`config.mk`:
```
export PLATFORM = sky130hd
export DESIGN_NAME = eye_aspect_ratio_block_mean_flat
export DESIGN_NICKNAME = d
export VERILOG_FILES = /design/src/rtl/core/earbm_pkg.sv /design/src/rtl/core/earbm_if.sv /design/src/rtl/core/eye_aspect_ratio_block_mean.sv /design/src/flat_wrapper.sv
export SDC_FILE = /design/constraint.sdc
export NUM_CORES = 2
export LEC_CHECK = 0
export ABC_AREA = 1
export BUFFER_PORTS_ARGS = -buffer_cell sky130_fd_sc_hd__buf_2
export CELL_PAD_IN_SITES_DETAIL_PLACEMENT = 1
export CELL_PAD_IN_SITES_GLOBAL_PLACEMENT = 1
export CORE_ASPECT_RATIO = 1.2
export CORE_MARGIN = 8
export CORE_UTILIZATION = 49
export DETAILED_ROUTE_END_ITERATION = 8
export PLACE_DENSITY = 0.85
export SYNTH_ARGS = -nofsm -noshare
export SYNTH_HDL_FRONTEND = slang
export SYNTH_SLANG_ARGS = --single-unit
```
`constraint.sdc`:
```
create_clock -name clock -period 6.7 [get_ports clock]
set_input_delay 0.335 -clock clock [delete_from_list [all_inputs] [get_ports clock]]
set_output_delay 0.335 -clock clock [all_outputs]
set_load 0.01 [all_outputs]
```
`src/rtl/core/earbm_pkg.sv`:
```
// Shared constants, types and point-pair tables for the eye aspect ratio block.
`timescale 1ns / 1ps
`default_nettype none
package earbm_pkg;

   localparam int COORD_BITS     = 13;
   localparam int POINTS_PER_EYE = 8;
   localparam int EYE_SLOTS      = 2 * POINTS_PER_EYE;
   localparam int SLOT_W         = $clog2(EYE_SLOTS);
   localparam int PT_W           = $clog2(POINTS_PER_EYE);
   localparam int POINT_W        = 2 * COORD_BITS;

   localparam int IDX_W     = 7;
   localparam int EYE_FIRST = 60;
   localparam int EYE_LAST  = 75;

   localparam int WIN_W     = 7;
   localparam int WIN_RESET = 10;
   localparam int WIN_MAX   = 64;

   localparam int RATIO_W    = 16;
   localparam int RATIO_FRAC = 12;
   localparam int DIST_FRAC  = 4;
   localparam int SUM_W      = 22;

   // magnitude of a coordinate difference, its square sum, the root of the scaled sum
   localparam int MAG_W   = COORD_BITS;
   localparam int SQ_W    = 2 * MAG_W + 1;
   localparam int ROOT_W  = (SQ_W + 2 * DIST_FRAC + 1) / 2;
   localparam int RAD_W   = 2 * ROOT_W;
   localparam int REM_W   = ROOT_W + 2;
   localparam int VSUM_W  = ROOT_W + 2;
   localparam int DIV_W   = ROOT_W + 2;
   localparam int NUM_W   = (SUM_W > RATIO_W) ? SUM_W : RATIO_W;

   localparam int MAX_ITER = (NUM_W > ROOT_W) ? ((NUM_W > MAG_W) ? NUM_W : MAG_W)
                                              : ((ROOT_W > MAG_W) ? ROOT_W : MAG_W);
   localparam int CNT_W    = $clog2(MAX_ITER + 1);

   localparam logic [RATIO_W-1:0] RATIO_MAX = '1;

   localparam int CSR_ADDR_W = 3;
   localparam int CSR_DATA_W = 32;
   localparam logic [CSR_ADDR_W-3:0] REG_WINDOW_LEN = '0;

   typedef logic [POINT_W-1:0] point_type;

   // the four distances of one eye, vertical ones first
   typedef enum logic [1:0] {
      DIST_OUTER = 2'd0,
      DIST_INNER = 2'd1,
      DIST_MID   = 2'd2,
      DIST_HORIZ = 2'd3
   } dist_type;

   function automatic logic [PT_W-1:0] point_a(dist_type d);
      logic [PT_W-1:0] p;
      unique case (d)
         DIST_OUTER: p = PT_W'(1);
         DIST_INNER: p = PT_W'(3);
         DIST_MID:   p = PT_W'(2);
         DIST_HORIZ: p = PT_W'(0);
         default:    p = '0;
      endcase
      return p;
   endfunction

   function automatic logic [PT_W-1:0] point_b(dist_type d);
      logic [PT_W-1:0] p;
      unique case (d)
         DIST_OUTER: p = PT_W'(7);
         DIST_INNER: p = PT_W'(5);
         DIST_MID:   p = PT_W'(6);
         DIST_HORIZ: p = PT_W'(4);
         default:    p = '0;
      endcase
      return p;
   endfunction

endpackage
`default_nettype wire

```
`src/rtl/core/earbm_if.sv`:
```
// Valid/ready channel interfaces for landmark points and eye ratio results.
`timescale 1ns / 1ps
`default_nettype none
interface earbm_req_if import earbm_pkg::*; ();
   logic                         valid;
   logic                         ready;
   logic signed [COORD_BITS-1:0] point_x;
   logic signed [COORD_BITS-1:0] point_y;
   logic [IDX_W-1:0]             landmark_index;

   modport source (output valid, point_x, point_y, landmark_index, input ready);
   modport sink (input valid, point_x, point_y, landmark_index, output ready);
endinterface

interface earbm_rsp_if import earbm_pkg::*; ();
   logic               valid;
   logic               ready;
   logic [RATIO_W-1:0] ratio_right;
   logic [RATIO_W-1:0] ratio_left;
   logic [RATIO_W-1:0] mean_right;
   logic [RATIO_W-1:0] mean_left;
   logic               mean_updated;
   logic               degenerate_eye;

   modport source (output valid, ratio_right, ratio_left, mean_right, mean_left,
                   mean_updated, degenerate_eye, input ready);
   modport sink (input valid, ratio_right, ratio_left, mean_right, mean_left,
                 mean_updated, degenerate_eye, output ready);
endinterface
`default_nettype wire

```
`src/rtl/core/eye_aspect_ratio_block_mean.sv`:
```
// Eye aspect ratio from stored eye landmarks, with per-eye block means.
// Steps: other landmarks are stored or dropped while idle; the last right-eye point runs
// 8 distances (read pair, difference, shift-add square, square root, accumulate), then per
// eye a ratio check, a divide (skipped when the ratio saturates) and a wrap-up, and on a
// block close a divide of each sum. req.ready stays low until the result is registered; one result is held.
// Reset clears control, sums, count and held means, sets window_len to 10; points are kept.
`timescale 1ns / 1ps
`default_nettype none
module eye_aspect_ratio_block_mean import earbm_pkg::*; (
   input  wire logic                  clock,
   input  wire logic                  reset,
   earbm_req_if.sink                  req,
   earbm_rsp_if.source                rsp,
   input  wire logic                  csr_psel,
   input  wire logic                  csr_penable,
   input  wire logic                  csr_pwrite,
   input  wire logic [CSR_ADDR_W-1:0] csr_paddr,
   input  wire logic [CSR_DATA_W-1:0] csr_pwdata,
   output logic      [CSR_DATA_W-1:0] csr_prdata,
   output logic                       csr_pready
);

   typedef enum logic [14:0] {
      S_IDLE        = 15'b000000000000001,
      S_RD_A        = 15'b000000000000010,
      S_RD_B        = 15'b000000000000100,
      S_DIFF        = 15'b000000000001000,
      S_SQUARE      = 15'b000000000010000,
      S_ROOT_LOAD   = 15'b000000000100000,
      S_ROOT        = 15'b000000001000000,
      S_ACCUM       = 15'b000000010000000,
      S_RATIO_CHK   = 15'b000000100000000,
      S_DIV         = 15'b000001000000000,
      S_EYE_DONE    = 15'b000010000000000,
      S_MEAN_ACC    = 15'b000100000000000,
      S_MEAN_R_DONE = 15'b001000000000000,
      S_MEAN_L_DONE = 15'b010000000000000,
      S_EMIT        = 15'b100000000000000
   } state_type;

   // control
   state_type          state_ff, state_in;
   state_type          div_ret_ff, div_ret_in;
   logic               eye_ff, eye_in;
   dist_type           dist_ff, dist_in;
   logic [CNT_W-1:0]   cnt_ff, cnt_in;
   logic               degen_ff, degen_in;
   logic               upd_ff, upd_in;
   logic [SUM_W-1:0]   sum_r_ff, sum_r_in;
   logic [SUM_W-1:0]   sum_l_ff, sum_l_in;
   logic [WIN_W-1:0]   count_ff, count_in;
   logic [RATIO_W-1:0] held_r_ff, held_r_in;
   logic [RATIO_W-1:0] held_l_ff, held_l_in;
   logic [WIN_W-1:0]   win_ff;
   logic               rsp_valid_ff, rsp_valid_in;

   // datapath
   point_type             mem [EYE_SLOTS];
   point_type             mem_q_ff;
   point_type             pa_ff, pa_in;
   logic [2*MAG_W-1:0]    mcx_ff, mcx_in, mcy_ff, mcy_in;
   logic [MAG_W-1:0]      mpx_ff, mpx_in, mpy_ff, mpy_in;
   logic [SQ_W-1:0]       sq_ff, sq_in;
   logic [RAD_W-1:0]      rad_ff, rad_in;
   logic [ROOT_W-1:0]     root_ff, root_in;
   logic [REM_W-1:0]      srem_ff, srem_in;
   logic [VSUM_W-1:0]     vsum_ff, vsum_in;
   logic [ROOT_W-1:0]     horiz_ff, horiz_in;
   logic [DIV_W-1:0]      drem_ff, drem_in;
   logic [DIV_W-1:0]      dvsr_ff, dvsr_in;
   logic [NUM_W-1:0]      num_ff, num_in;
   logic [NUM_W-1:0]      quo_ff, quo_in;
   logic [RATIO_W-1:0]    ratio_r_ff, ratio_r_in;
   logic [RATIO_W-1:0]    ratio_l_ff, ratio_l_in;
   logic [RATIO_W-1:0]    rsp_ratio_r_ff, rsp_ratio_r_in;
   logic [RATIO_W-1:0]    rsp_ratio_l_ff, rsp_ratio_l_in;
   logic [RATIO_W-1:0]    rsp_mean_r_ff, rsp_mean_r_in;
   logic [RATIO_W-1:0]    rsp_mean_l_ff, rsp_mean_l_in;
   logic                  rsp_upd_ff, rsp_upd_in;
   logic                  rsp_degen_ff, rsp_degen_in;

   // helpers
   logic                  req_accept;
   logic                  idx_kept;
   logic                  idx_last;
   logic [SLOT_W-1:0]     wr_slot;
   logic [SLOT_W-1:0]     rd_addr;
   logic                  csr_write;
   logic [WIN_W-1:0]      win_eff;
   logic signed [MAG_W:0] dx, dy;
   logic [MAG_W:0]        dx_abs, dy_abs;
   logic [SQ_W-1:0]       sq_step;
   logic [REM_W+1:0]      srem_try, sroot_trial, srem_diff;
   logic                  sroot_fit;
   logic [DIV_W:0]        drem_try, drem_diff;
   logic                  drem_fit;
   logic [DIV_W-1:0]      horiz3;
   logic                  ratio_ovf;
   logic [SUM_W-1:0]      sum_r_next, sum_l_next;
   logic [WIN_W-1:0]      count_next;

   assign req_accept = req.valid && req.ready;
   assign idx_kept   = (req.landmark_index >= IDX_W'(EYE_FIRST))
                    && (req.landmark_index <= IDX_W'(EYE_LAST));
   assign idx_last   = (req.landmark_index == IDX_W'(EYE_LAST));
   assign wr_slot    = SLOT_W'(req.landmark_index - IDX_W'(EYE_FIRST));
   assign req.ready  = (state_ff == S_IDLE);

   assign rd_addr = {eye_ff, (state_ff == S_RD_B) ? point_b(dist_ff) : point_a(dist_ff)};

   assign csr_pready = 1'b1;
   assign csr_write  = csr_psel && csr_penable && csr_pwrite && csr_pready;
   assign csr_prdata = (csr_paddr[CSR_ADDR_W-1:2] == REG_WINDOW_LEN)
                     ? CSR_DATA_W'(win_ff) : '0;

   always_comb begin
      if (win_ff == '0) begin
         win_eff = WIN_W'(1);
      end else if (win_ff > WIN_W'(WIN_MAX)) begin
         win_eff = WIN_W'(WIN_MAX);
      end else begin
         win_eff = win_ff;
      end
   end

   // coordinate differences of the point pair, x in the upper half
   assign dx = {pa_ff[POINT_W-1], pa_ff[POINT_W-1:COORD_BITS]}
             - {mem_q_ff[POINT_W-1], mem_q_ff[POINT_W-1:COORD_BITS]};
   assign dy = {pa_ff[COORD_BITS-1], pa_ff[COORD_BITS-1:0]}
             - {mem_q_ff[COORD_BITS-1], mem_q_ff[COORD_BITS-1:0]};
   assign dx_abs = dx[MAG_W] ? (~dx + 1'b1) : dx;
   assign dy_abs = dy[MAG_W] ? (~dy + 1'b1) : dy;

   // shift-add square step: one multiplier bit of each axis per cycle
   assign sq_step = sq_ff + (mpx_ff[0] ? SQ_W'(mcx_ff) : '0)
                          + (mpy_ff[0] ? SQ_W'(mcy_ff) : '0);

   // square root: one result bit per cycle
   assign srem_try    = {srem_ff, rad_ff[RAD_W-1 -: 2]};
   assign sroot_trial = {2'b00, root_ff, 2'b01};
   assign sroot_fit   = (srem_try >= sroot_trial);
   assign srem_diff   = srem_try - sroot_trial;

   // restoring divide: one quotient bit per cycle
   assign drem_try  = {drem_ff, num_ff[NUM_W-1]};
   assign drem_fit  = (drem_try >= {1'b0, dvsr_ff});
   assign drem_diff = drem_try - {1'b0, dvsr_ff};

   assign horiz3    = DIV_W'(horiz_ff) + DIV_W'({horiz_ff, 1'b0});
   // quotient reaches 2^16 exactly when vsum >= 16 * (3 * horiz)
   assign ratio_ovf = ({4'b0, vsum_ff} >= {horiz3, 4'b0});

   assign sum_r_next = sum_r_ff + SUM_W'(ratio_r_ff);
   assign sum_l_next = sum_l_ff + SUM_W'(ratio_l_ff);
   assign count_next = count_ff + 1'b1;

   always_comb begin
      state_in       = state_ff;
      div_ret_in     = div_ret_ff;
      eye_in         = eye_ff;
      dist_in        = dist_ff;
      cnt_in         = cnt_ff;
      degen_in       = degen_ff;
      upd_in         = upd_ff;
      sum_r_in       = sum_r_ff;
      sum_l_in       = sum_l_ff;
      count_in       = count_ff;
      held_r_in      = held_r_ff;
      held_l_in      = held_l_ff;
      rsp_valid_in   = rsp_valid_ff && !rsp.ready;
      pa_in          = pa_ff;
      mcx_in         = mcx_ff;
      mcy_in         = mcy_ff;
      mpx_in         = mpx_ff;
      mpy_in         = mpy_ff;
      sq_in          = sq_ff;
      rad_in         = rad_ff;
      root_in        = root_ff;
      srem_in        = srem_ff;
      vsum_in        = vsum_ff;
      horiz_in       = horiz_ff;
      drem_in        = drem_ff;
      dvsr_in        = dvsr_ff;
      num_in         = num_ff;
      quo_in         = quo_ff;
      ratio_r_in     = ratio_r_ff;
      ratio_l_in     = ratio_l_ff;
      rsp_ratio_r_in = rsp_ratio_r_ff;
      rsp_ratio_l_in = rsp_ratio_l_ff;
      rsp_mean_r_in  = rsp_mean_r_ff;
      rsp_mean_l_in  = rsp_mean_l_ff;
      rsp_upd_in     = rsp_upd_ff;
      rsp_degen_in   = rsp_degen_ff;

      unique case (state_ff)
         S_IDLE: begin
            if (req_accept && idx_last) begin
               eye_in   = 1'b0;
               dist_in  = DIST_OUTER;
               degen_in = 1'b0;
               vsum_in  = '0;
               state_in = S_RD_A;
            end
         end
         S_RD_A: begin
            state_in = S_RD_B;
         end
         S_RD_B: begin
            pa_in    = mem_q_ff;
            state_in = S_DIFF;
         end
         S_DIFF: begin
            mcx_in   = (2*MAG_W)'(dx_abs[MAG_W-1:0]);
            mcy_in   = (2*MAG_W)'(dy_abs[MAG_W-1:0]);
            mpx_in   = dx_abs[MAG_W-1:0];
            mpy_in   = dy_abs[MAG_W-1:0];
            sq_in    = '0;
            cnt_in   = CNT_W'(MAG_W);
            state_in = S_SQUARE;
         end
         S_SQUARE: begin
            sq_in  = sq_step;
            mcx_in = {mcx_ff[2*MAG_W-2:0], 1'b0};
            mcy_in = {mcy_ff[2*MAG_W-2:0], 1'b0};
            mpx_in = mpx_ff >> 1;
            mpy_in = mpy_ff >> 1;
            cnt_in = cnt_ff - 1'b1;
            if (cnt_ff == CNT_W'(1)) begin
               state_in = S_ROOT_LOAD;
            end
         end
         S_ROOT_LOAD: begin
            rad_in   = RAD_W'({sq_ff, {(2*DIST_FRAC){1'b0}}});
            root_in  = '0;
            srem_in  = '0;
            cnt_in   = CNT_W'(ROOT_W);
            state_in = S_ROOT;
         end
         S_ROOT: begin
            rad_in = {rad_ff[RAD_W-3:0], 2'b00};
            if (sroot_fit) begin
               srem_in = srem_diff[REM_W-1:0];
               root_in = {root_ff[ROOT_W-2:0], 1'b1};
            end else begin
               srem_in = srem_try[REM_W-1:0];
               root_in = {root_ff[ROOT_W-2:0], 1'b0};
            end
            cnt_in = cnt_ff - 1'b1;
            if (cnt_ff == CNT_W'(1)) begin
               state_in = S_ACCUM;
            end
         end
         S_ACCUM: begin
            if (dist_ff == DIST_HORIZ) begin
               horiz_in = root_ff;
               state_in = S_RATIO_CHK;
            end else begin
               vsum_in  = vsum_ff + VSUM_W'(root_ff);
               dist_in  = dist_type'(dist_ff + 2'd1);
               state_in = S_RD_A;
            end
         end
         S_RATIO_CHK: begin
            if (horiz_ff == '0) begin
               degen_in = 1'b1;
               quo_in   = NUM_W'(RATIO_MAX);
               state_in = S_EYE_DONE;
            end else if (ratio_ovf) begin
               quo_in   = NUM_W'(RATIO_MAX);
               state_in = S_EYE_DONE;
            end else begin
               // upper numerator bits form the starting remainder
               drem_in    = vsum_ff >> DIST_FRAC;
               num_in     = {vsum_ff[DIST_FRAC-1:0], {(NUM_W-DIST_FRAC){1'b0}}};
               dvsr_in    = horiz3;
               quo_in     = '0;
               cnt_in     = CNT_W'(RATIO_W);
               div_ret_in = S_EYE_DONE;
               state_in   = S_DIV;
            end
         end
         S_DIV: begin
            num_in = {num_ff[NUM_W-2:0], 1'b0};
            if (drem_fit) begin
               drem_in = drem_diff[DIV_W-1:0];
               quo_in  = {quo_ff[NUM_W-2:0], 1'b1};
            end else begin
               drem_in = drem_try[DIV_W-1:0];
               quo_in  = {quo_ff[NUM_W-2:0], 1'b0};
            end
            cnt_in = cnt_ff - 1'b1;
            if (cnt_ff == CNT_W'(1)) begin
               state_in = div_ret_ff;
            end
         end
         S_EYE_DONE: begin
            if (eye_ff) begin
               ratio_r_in = quo_ff[RATIO_W-1:0];
               state_in   = S_MEAN_ACC;
            end else begin
               ratio_l_in = quo_ff[RATIO_W-1:0];
               eye_in     = 1'b1;
               dist_in    = DIST_OUTER;
               vsum_in    = '0;
               state_in   = S_RD_A;
            end
         end
         S_MEAN_ACC: begin
            sum_r_in = sum_r_next;
            sum_l_in = sum_l_next;
            count_in = count_next;
            upd_in   = 1'b0;
            if (count_next >= win_eff) begin
               drem_in    = '0;
               num_in     = NUM_W'(sum_r_next);
               dvsr_in    = DIV_W'(win_eff);
               quo_in     = '0;
               cnt_in     = CNT_W'(SUM_W);
               div_ret_in = S_MEAN_R_DONE;
               state_in   = S_DIV;
            end else begin
               state_in = S_EMIT;
            end
         end
         S_MEAN_R_DONE: begin
            held_r_in  = quo_ff[RATIO_W-1:0];
            drem_in    = '0;
            num_in     = NUM_W'(sum_l_ff);
            dvsr_in    = DIV_W'(win_eff);
            quo_in     = '0;
            cnt_in     = CNT_W'(SUM_W);
            div_ret_in = S_MEAN_L_DONE;
            state_in   = S_DIV;
         end
         S_MEAN_L_DONE: begin
            held_l_in = quo_ff[RATIO_W-1:0];
            sum_r_in  = '0;
            sum_l_in  = '0;
            count_in  = '0;
            upd_in    = 1'b1;
            state_in  = S_EMIT;
         end
         S_EMIT: begin
            // hold until the result register is free
            if (!rsp_valid_ff || rsp.ready) begin
               rsp_valid_in   = 1'b1;
               rsp_ratio_r_in = ratio_r_ff;
               rsp_ratio_l_in = ratio_l_ff;
               rsp_mean_r_in  = held_r_ff;
               rsp_mean_l_in  = held_l_ff;
               rsp_upd_in     = upd_ff;
               rsp_degen_in   = degen_ff;
               state_in       = S_IDLE;
            end
         end
         default: begin
            state_in = S_IDLE;
         end
      endcase
   end

   always_ff @(posedge clock) begin
      if (reset) begin
         state_ff     <= S_IDLE;
         div_ret_ff   <= S_EYE_DONE;
         eye_ff       <= 1'b0;
         dist_ff      <= DIST_OUTER;
         cnt_ff       <= '0;
         degen_ff     <= 1'b0;
         upd_ff       <= 1'b0;
         sum_r_ff     <= '0;
         sum_l_ff     <= '0;
         count_ff     <= '0;
         held_r_ff    <= '0;
         held_l_ff    <= '0;
         win_ff       <= WIN_W'(WIN_RESET);
         rsp_valid_ff <= 1'b0;
      end else begin
         state_ff     <= state_in;
         div_ret_ff   <= div_ret_in;
         eye_ff       <= eye_in;
         dist_ff      <= dist_in;
         cnt_ff       <= cnt_in;
         degen_ff     <= degen_in;
         upd_ff       <= upd_in;
         sum_r_ff     <= sum_r_in;
         sum_l_ff     <= sum_l_in;
         count_ff     <= count_in;
         held_r_ff    <= held_r_in;
         held_l_ff    <= held_l_in;
         rsp_valid_ff <= rsp_valid_in;
         if (csr_write && (csr_paddr[CSR_ADDR_W-1:2] == REG_WINDOW_LEN)) begin
            win_ff <= csr_pwdata[WIN_W-1:0];
         end
      end
   end

   always_ff @(posedge clock) begin
      pa_ff          <= pa_in;
      mcx_ff         <= mcx_in;
      mcy_ff         <= mcy_in;
      mpx_ff         <= mpx_in;
      mpy_ff         <= mpy_in;
      sq_ff          <= sq_in;
      rad_ff         <= rad_in;
      root_ff        <= root_in;
      srem_ff        <= srem_in;
      vsum_ff        <= vsum_in;
      horiz_ff       <= horiz_in;
      drem_ff        <= drem_in;
      dvsr_ff        <= dvsr_in;
      num_ff         <= num_in;
      quo_ff         <= quo_in;
      ratio_r_ff     <= ratio_r_in;
      ratio_l_ff     <= ratio_l_in;
      rsp_ratio_r_ff <= rsp_ratio_r_in;
      rsp_ratio_l_ff <= rsp_ratio_l_in;
      rsp_mean_r_ff  <= rsp_mean_r_in;
      rsp_mean_l_ff  <= rsp_mean_l_in;
      rsp_upd_ff     <= rsp_upd_in;
      rsp_degen_ff   <= rsp_degen_in;
   end

   // point store: x in the upper half, y in the lower half
   always_ff @(posedge clock) begin
      if (req_accept && idx_kept) begin
         mem[wr_slot] <= {req.point_x, req.point_y};
      end
      mem_q_ff <= mem[rd_addr];
   end

   assign rsp.valid          = rsp_valid_ff;
   assign rsp.ratio_right    = rsp_ratio_r_ff;
   assign rsp.ratio_left     = rsp_ratio_l_ff;
   assign rsp.mean_right     = rsp_mean_r_ff;
   assign rsp.mean_left      = rsp_mean_l_ff;
   assign rsp.mean_updated   = rsp_upd_ff;
   assign rsp.degenerate_eye = rsp_degen_ff;

   a_div_rem_below_divisor: assert property (@(posedge clock) disable iff (reset)
      (state_ff == S_DIV) |-> (drem_ff < dvsr_ff))
      else $error("divider remainder not below divisor");

   a_count_bounded: assert property (@(posedge clock) disable iff (reset)
      count_ff <= WIN_W'(WIN_MAX))
      else $error("sample count beyond largest window");

   a_degen_saturates: assert property (@(posedge clock) disable iff (reset)
      (rsp_valid_ff && rsp_degen_ff) |->
         (rsp_ratio_r_ff == RATIO_MAX) || (rsp_ratio_l_ff == RATIO_MAX))
      else $error("degenerate eye without saturated ratio");

   a_block_close_clears: assert property (@(posedge clock) disable iff (reset)
      (state_ff == S_MEAN_L_DONE) |=> (count_ff == '0) && (sum_r_ff == '0))
      else $error("closed block left sums or count behind");

endmodule
`default_nettype wire

```
`src/flat_wrapper.sv`:
```
// flat-port wrapper written by rule: the top's interface ports become plain ports
module eye_aspect_ratio_block_mean_flat import earbm_pkg::*;
  (clock, reset, csr_psel, csr_penable, csr_pwrite, csr_paddr, csr_pwdata, csr_prdata, csr_pready, req_valid, req_point_x, req_point_y, req_landmark_index, req_ready, rsp_valid, rsp_ratio_right, rsp_ratio_left, rsp_mean_right, rsp_mean_left, rsp_mean_updated, rsp_degenerate_eye, rsp_ready);
  earbm_req_if req_i ();
  earbm_rsp_if rsp_i ();
  input  wire logic clock;
  input  wire logic reset;
  input  wire logic csr_psel;
  input  wire logic csr_penable;
  input  wire logic csr_pwrite;
  input  wire logic [CSR_ADDR_W-1:0] csr_paddr;
  input  wire logic [CSR_DATA_W-1:0] csr_pwdata;
  output logic      [CSR_DATA_W-1:0] csr_prdata;
  output logic csr_pready;
  input wire logic [$bits(req_i.valid)-1:0] req_valid;
  input wire logic [$bits(req_i.point_x)-1:0] req_point_x;
  input wire logic [$bits(req_i.point_y)-1:0] req_point_y;
  input wire logic [$bits(req_i.landmark_index)-1:0] req_landmark_index;
  output wire logic [$bits(req_i.ready)-1:0] req_ready;
  output wire logic [$bits(rsp_i.valid)-1:0] rsp_valid;
  output wire logic [$bits(rsp_i.ratio_right)-1:0] rsp_ratio_right;
  output wire logic [$bits(rsp_i.ratio_left)-1:0] rsp_ratio_left;
  output wire logic [$bits(rsp_i.mean_right)-1:0] rsp_mean_right;
  output wire logic [$bits(rsp_i.mean_left)-1:0] rsp_mean_left;
  output wire logic [$bits(rsp_i.mean_updated)-1:0] rsp_mean_updated;
  output wire logic [$bits(rsp_i.degenerate_eye)-1:0] rsp_degenerate_eye;
  input wire logic [$bits(rsp_i.ready)-1:0] rsp_ready;
  assign req_i.valid = req_valid;
  assign req_i.point_x = req_point_x;
  assign req_i.point_y = req_point_y;
  assign req_i.landmark_index = req_landmark_index;
  assign req_ready = req_i.ready;
  assign rsp_valid = rsp_i.valid;
  assign rsp_ratio_right = rsp_i.ratio_right;
  assign rsp_ratio_left = rsp_i.ratio_left;
  assign rsp_mean_right = rsp_i.mean_right;
  assign rsp_mean_left = rsp_i.mean_left;
  assign rsp_mean_updated = rsp_i.mean_updated;
  assign rsp_degenerate_eye = rsp_i.degenerate_eye;
  assign rsp_i.ready = rsp_ready;
  eye_aspect_ratio_block_mean u_core (.clock(clock), .reset(reset), .req(req_i), .rsp(rsp_i), .csr_psel(csr_psel), .csr_penable(csr_penable), .csr_pwrite(csr_pwrite), .csr_paddr(csr_paddr), .csr_pwdata(csr_pwdata), .csr_prdata(csr_prdata), .csr_pready(csr_pready));
endmodule
```
# Word-level counts from Yosys, hierarchy flattened
# Memory sizes are Yosys's and may differ from the RTL's. A register that Yosys moved wholly into a read port is not among the register bits.
# Index checks and enable logic that the tools add are counted.
[word_totals] reg_bits=550 latchBits=0 ramBits=416 mem_bits_ro=0 output_inout_bits=101 mem_count=1
[memory_table] name="u_core.mem" words=16 word_bits=26 rd=1 rd_ports_with_merged_regs=1 write_ports=1 line="eye_aspect_ratio_block_mean.sv:58" rtl="point_type mem [EYE_SLOTS];"
[classes] addsub=16 mul=0 n_div=0 order_cmp=7 eq_ne=31 n_shift=0 n_mux=77 n_bitwise=4 reduce_logical=36
[ops] op="one-hot mux 15 bit (15 select lines)" n=1
[ops] op="two-way mux 20 bit" n=11
[ops] op="two-way mux 15 bit" n=10
[ops] op="one-hot mux 20 bit (3 select lines)" n=2
[ops] op="one-hot mux 26 bit (2 select lines)" n=2
[ops] op="one-hot mux 22 bit (2 select lines)" n=2
[ops] op="one-hot mux 22 bit (4 select lines)" n=1
[ops] op="one-hot mux 20 bit (4 select lines)" n=1
[ops] op="one-hot mux 36 bit (2 select lines)" n=1
[ops] op="two-way mux 22 bit" n=3
[ops] op="one-hot mux 16 bit (4 select lines)" n=1
[ops] op="adder 27 bit" n=2
[ops] op="one-hot mux 27 bit (2 select lines)" n=1
[ops] op="two-way mux 26 bit" n=2
[ops] op="one-hot mux 13 bit (2 select lines)" n=2
[ops] op="two-way mux 16 bit" n=3
[ops] op="one-hot mux 15 bit (3 select lines)" n=1
[ops] op="adder 22 x 16 -> 22 bit" n=2
[ops] op="one-hot mux 20 bit (2 select lines)" n=1
[ops] op="subtractor 20 bit" n=2
[ops] op="one-hot mux 18 bit (2 select lines)" n=1
[ops] op="one-hot mux 5 bit (6 select lines)" n=1
[ops] op="subtractor 13 x 13 -> 14 bit" n=2
[ops] op="adder 13 x 1 -> 13 bit (second input constant)" n=2
[ops] op="other kinds (64)" n=114

# Logic depth before layout (Yosys ltp)
[logic_depth] word_depth=6 ltp_mapped=23

# Least setup slack after synthesis
# OpenSTA, ideal clock, no wires.
[synth_path] path_type="register to register" from="register u_core.horiz_ff[1]" to="register u_core.drem_ff[0], enable pin" setup_ps=442 t_arrival_ps=4513 t_required_ps=6258 setup_slack_ps=1745 stages_incl_launch_ff=20 path_buffers=0 cell_sequence="edfxtp_1 ha_1 fa_1 nand3_1 nand2_1 a21oi_1 o31ai_1 xor2_1 ha_1 nand2_1 inv_1 nand3_1 inv_1 a21oi_1 nand2_1 nand2_1 nand2_1 nand3_1 nand2_1 nor2_1"
[synth_between] elab_chain_len=4 elab_cells_between_ends=6
[synth_lines] element="start, declared" line="eye_aspect_ratio_block_mean.sv:68" rtl="logic [ROOT_W-1:0] horiz_ff, horiz_in;"
[synth_lines] element="start signal, assigned" line="eye_aspect_ratio_block_mean.sv:409" rtl="horiz_ff <= horiz_in;"
[synth_lines] element="adder 18 x 19 -> 20 bit" line="eye_aspect_ratio_block_mean.sv:149" rtl="assign horiz3 = DIV_W'(horiz_ff) + DIV_W'({horiz_ff, 1'b0});"
[synth_lines] element="greater-or-equal comparator 20 x 24 -> 1 bit" line="eye_aspect_ratio_block_mean.sv:151" rtl="assign ratio_ovf = ({4'b0, vsum_ff} >= {horiz3, 4'b0});"
[synth_lines] element="!= test 2 bit (no line)"
[synth_lines] element="AND reduction 4 bit (no line) *"
[synth_lines] element="end signal, assigned" line="eye_aspect_ratio_block_mean.sv:410" rtl="drem_ff <= drem_in;"
[synth_lines] element="end, declared" line="eye_aspect_ratio_block_mean.sv:69" rtl="logic [DIV_W-1:0] drem_ff, drem_in;"
# Every way passes the cells marked *; elsewhere a longest branch is shown, timed or not.
# A chain may end at the register's enable or synchronous reset.

# Worst setup path in the final report
[layout_path] from="register u_core.horiz_ff[1]" to="register u_core.drem_ff[14], enable pin"
# Same word-level chain as after synthesis.

==> tab_implementation.tex <==
\begin{tabular}{lr}
\hline
Metric & Value \\
\hline
\multicolumn{2}{l}{\textbf{STA}} \\
\quad Final worst slack & 2.00 ns \\
\quad Max Freq & 213 MHz \\
\quad Worst-case clock skew & 0.0694 ns \\
\quad Worst relative slew slack & 9.51\% \\
\quad Max-slew violation total from the final report & 0 \\
\quad Hold Vio Cnt, Final & 0 \\
\quad Summed negative setup slack over all endpoints & 0 ns \\
\quad Final critical-path required period & 4.70 ns \\
\quad \# setup viols final & 0 \\
\quad Slew of the pin with the lowest slew margin & 1.35 ns \\
\quad RSZ-0062 raised after global routing & no \\
\quad Tcrit/Tclk final & 70.1\% \\
\multicolumn{2}{l}{\textbf{Die}} \\
\quad Total number of placement rows & 125 \\
\quad Starting density of the core & 49.2\% \\
\quad Boundary Pins & 176 \\
\quad Area of the die & 107000 µm² \\
\quad Core box area & 96300 µm² \\
\quad Vertical die dimension & 357 µm \\
\quad Die Width & 300 µm \\
\multicolumn{2}{l}{\textbf{Routing}} \\
\quad Avg WL per Cell & 23.2 µm \\
\quad Final Routed Wirelength & 144000 µm \\
\quad Detailed-routing iteration count for the pre-antenna-repair pass & 6 \\
\quad Count of vias placed by the detailed router & 36556 \\
\quad Via density & 5.89 \\
\quad ANT nets after route & 0 \\
\quad DRC violations left & 0 \\
\quad Starting DRT DRC Count & 2726 \\
\multicolumn{2}{l}{\textbf{Yosys}} \\
\quad Mapped Area & 47400 µm² \\
\quad Adder-cell area share of the yosys netlist & 6.74\% \\
\quad Yosys Warn Count & 0 \\
\quad Simple-gate portion of the synthesized area & 15.4\% \\
\quad Seq/Total Area, Yosys & 58.5\% \\
\quad Dominant combinational cell family by area after synthesis & simple AND/OR/NAND/NOR gates \\
\quad Most area-consuming cells after synthesis & edfxtp\_1, nand2\_1, dfxtp\_1 \\
\quad Post-synth EDFFs & 827 \\
\quad Cell type contributing the most total cell area after synthesis & edfxtp\_1 \\
\quad Fraction of synthesis flops using an asynchronous set or reset pin & 0\% \\
\quad Portion of netlist area occupied by mux cells & 0\% \\
\quad Most used standard cells in the synthesized netlist & nand2\_1, edfxtp\_1, inv\_1 \\
\quad Dominant cell by count in the synthesized netlist & nand2\_1 \\
\quad Synth Area in Compound Gates & 12.0\% \\
\quad Number of distinct library cell variants in the gate-level netlist after synthesis & 61 \\
\quad Area fraction of the dominant cell type after synthesis & 52.4\% \\
\quad Post-synthesis sequential element count & 972 \\
\quad Predominant post-synthesis flop cell & edfxtp\_1 \\
\quad Area share of xor/xnor cells in the synthesized design & 1.44\% \\
\quad Syn Area/Cell & 9.98 µm² \\
\quad Number of instances in the synthesized netlist & 4751 \\
\multicolumn{2}{l}{\textbf{Global route}} \\
\quad Global-route congestion overflow total & 0 \\
\quad Number of antenna violations at the first check in global routing & 1 \\
\quad Global-route wire length before repair & 223000 µm \\
\quad Overall global routing resource usage & 26.3\% \\
\quad Maximum number of pins on one net before global-route repair & 114 \\
\quad Number of global-route vias before repair & 39667 \\
\multicolumn{2}{l}{\textbf{Hold path}} \\
\quad Worst Hold Launch & req\_point\_x[9] \\
\quad Worst hold-check path type & input pin to flop \\
\multicolumn{2}{l}{\textbf{Worst setup path}} \\
\quad Timing startpoint of the critical path & u\_core.horiz\_ff[1]\$\_DFFE\_PP\_ \\
\quad Maximum fanout along the worst path & 24 \\
\quad Library cell contributing the largest single delay on the critical path & nor2\_4 \\
\quad Arrival time of data at the critical path endpoint & 5.05 ns \\
\quad Origin of the critical flop-to-flop path & u\_core.horiz\_ff[1]\$\_DFFE\_PP\_ \\
\quad Worst Setup Path Type & flop to flop \\
\quad Crit. End Element & flop \\
\quad Worst endpoint required time & 7.05 ns \\
\quad CP dominant cell by count & nand2\_1 \\
\quad Chain of cells forming the critical path & ha\_1 > fa\_1 > nand3\_1 > nand2\_1 > a21oi\_1 > o31ai\_1 > a21oi\_1 > xor2\_1 > ha\_1 > inv\_1 > nor3\_1 > a211oi\_1 > nand2\_1 > nand3\_1 > nand2\_1 > nor2\_4 > buf\_4 \\
\quad Worst stage delay on the critical path & 0.66 ns \\
\quad Type of element launching the critical path & flop \\
\multicolumn{2}{l}{\textbf{Final layout}} \\
\quad Fraction of layout instances using a drive strength above 1 & 7.87\% \\
\quad Post-layout instance area & 52900 µm² \\
\quad Layout Utilization & 54.9\% \\
\quad NumNets Final & 5160 \\
\quad Layout area overhead & 11.5\% \\
\quad Count of fill cells added during filler insertion & 10699 \\
\multicolumn{2}{l}{\textbf{Pwr}} \\
\quad VDD IR-drop max & 0.000358 V \\
\quad PwrDens & 327 nW/µm² \\
\quad Lkg Pwr & 0.0209 µW \\
\multicolumn{2}{l}{\textbf{Clock tree}} \\
\quad Register clock-pin slew on the reported worst setup and hold paths & 0.07 ns \\
\quad Post CTS Setup Buffer Count & 0 \\
\quad TritonCTS buffer count & 97 \\
\quad CTS H-Tree Depth & 3 \\
\quad Clock Sink Count & 972 \\
\quad Insertion delay to the later sink of the worst-skew pair & 0.71 ns \\
\quad Max Root-Sink Buffers & 3 \\
\quad Root buffer cell & clkbuf\_16 \\
\quad Clock tree from TritonCTS & built \\
\multicolumn{2}{l}{\textbf{Outcome}} \\
\quad Run status & finished clean \\
\multicolumn{2}{l}{\textbf{Place}} \\
\quad Placed cell area & 49200 µm² \\
\quad Hpwl dp & 90200 µm \\
\quad Port Buffer Count & 122 \\
\quad Final weighted congestion of routability-driven global placement & 0.882 \\
\quad Placement Setup Slack & 2.01 ns \\
\multicolumn{2}{l}{\textbf{Run}} \\
\quad Number of violations of the max-capacitance limit & 0 \\
\hline
\end{tabular}
area by class of cell:
type	count	area [µm²]	share of cell area [%]
antenna	1	2.50	0.00473
multi-input combinational	3095	17100	32.4
inverter	495	1860	3.53
timing repair buffer	189	1200	2.28
tap	1270	1590	3.01
clock inverter	55	692	1.31
sequential	972	27700	52.5
clock buffer	127	2620	4.96
flip-flops by register name, indices dropped and copies added, names as in the netlist, 20 cells and up:
signal           cells
u_core.sum_l_ff     22
u_core.mem_q_ff     26
u_core.vsum_ff      20
u_core.sum_r_ff     22
u_core.dvsr_ff      20
u_core.sq_ff        27
u_core.pa_ff        26
u_core.num_ff       22
u_core.mcy_ff       26
u_core.mem         416
u_core.srem_ff      20
u_core.rad_ff       28
u_core.drem_ff      20
u_core.mcx_ff       26
cell families (layout without fill, tap and decap cells):
kind of cell / after synthesis / in the layout
AO/OA/AOI/OAI: 1033 / 1033
flip-flops: 972 / 972
other: 2 / 27
XOR/XNOR: 78 / 78
buffers and inverters: 708 / 866
AND/OR/NAND/NOR: 1723 / 1723
adder cells (fa/ha/maj): 235 / 235
path summary, 6_finish.rpt:
path                                        to  cells after the start  slack, ns
hold reg to reg     u_core.pa_ff[14]$_DFFE_PP_                      0       0.41
setup / recovery  u_core.drem_ff[14]$_DFFE_PP_                     17       2.00
hold / removal     u_core.mem[5][22]$_DFFE_PP_                      1       0.04
setup reg to reg  u_core.drem_ff[14]$_DFFE_PP_                     17       2.00
report_power, final:
| group | total [µW] | switching (µW) | internal, µW |
|---|---|---|---|
| Clock | 5740 | 2500 | 3250 |
| Combinational | 4500 | 3240 | 1260 |
| Sequential | 7050 | 181 | 6870 |
stage by stage:
step,std cells,hold WS [ns],power [µW]
global route,6203,0.0226,18000
floorplan,4775,0.403,10100
CTS,6203,0.000207,17300
finish,6204,0.0364,17300
detailed placement,5990,0.411,11500
global placement,5990,0.410,11200
routing by layer:
metal | share of wire [%] | GRT usage, % | routed length, µm | vias to the layer above
li1 | - | - | - | 16637
met1 | 38 | 29.9 | 54600 | 18348
met2 | 52 | 48.2 | 75000 | 1186
met3 | 5.3 | 3.52 | 7590 | 383
met4 | 4.7 | 12.5 | 6740 | 2
met5 | 0.0090 | 0 | 13 | -
critical path: cells and delay by family, from the launching register on:
kind | cells | cell delay (ns)
fa+ha+maj | 3 | 0.97
xor+xnor | 1 | 0.23
simple gates | 7 | 1.40
flops | 1 | 0.45
buf+inv | 2 | 0.50
compound gates | 4 | 0.78
placed cells by master (no fill, tap or decap), types with 11 or more instances in the layout:
cell type and count:
edfxtp_1 827, a21o_1 18, conb_1 26, a31oi_1 52, clkinv_2 17, a32o_1 13
o21ai_1 11, clkinv_1 17, buf_4 35, buf_2 122, xor2_1 48, inv_1 477
o21a_1 16, o211ai_1 32, o21ai_0 460, clkbuf_1 22, nor2_1 286, nor3_1 73
xnor2_1 30, a32oi_1 16, fa_1 34, a21oi_1 360, o21bai_1 12, dfxtp_1 145
inv_2 11, clkbuf_16 97, nand4_1 26, o31ai_1 11, ha_1 199, bufinv_16 12
nor2_4 21, nand2_1 936, dlygate4sd3_1 31, nand3b_1 12, nand3_1 314, or2_2 18
repair_timing:
action	4_1_cts	5_1_grt
hold buffers	31	0
setup endpoints to repair	0	0
resized for setup	0	0
endpoints found under the hold margin	366	0
No activity file was read; power rests on OpenSTA's default activity.
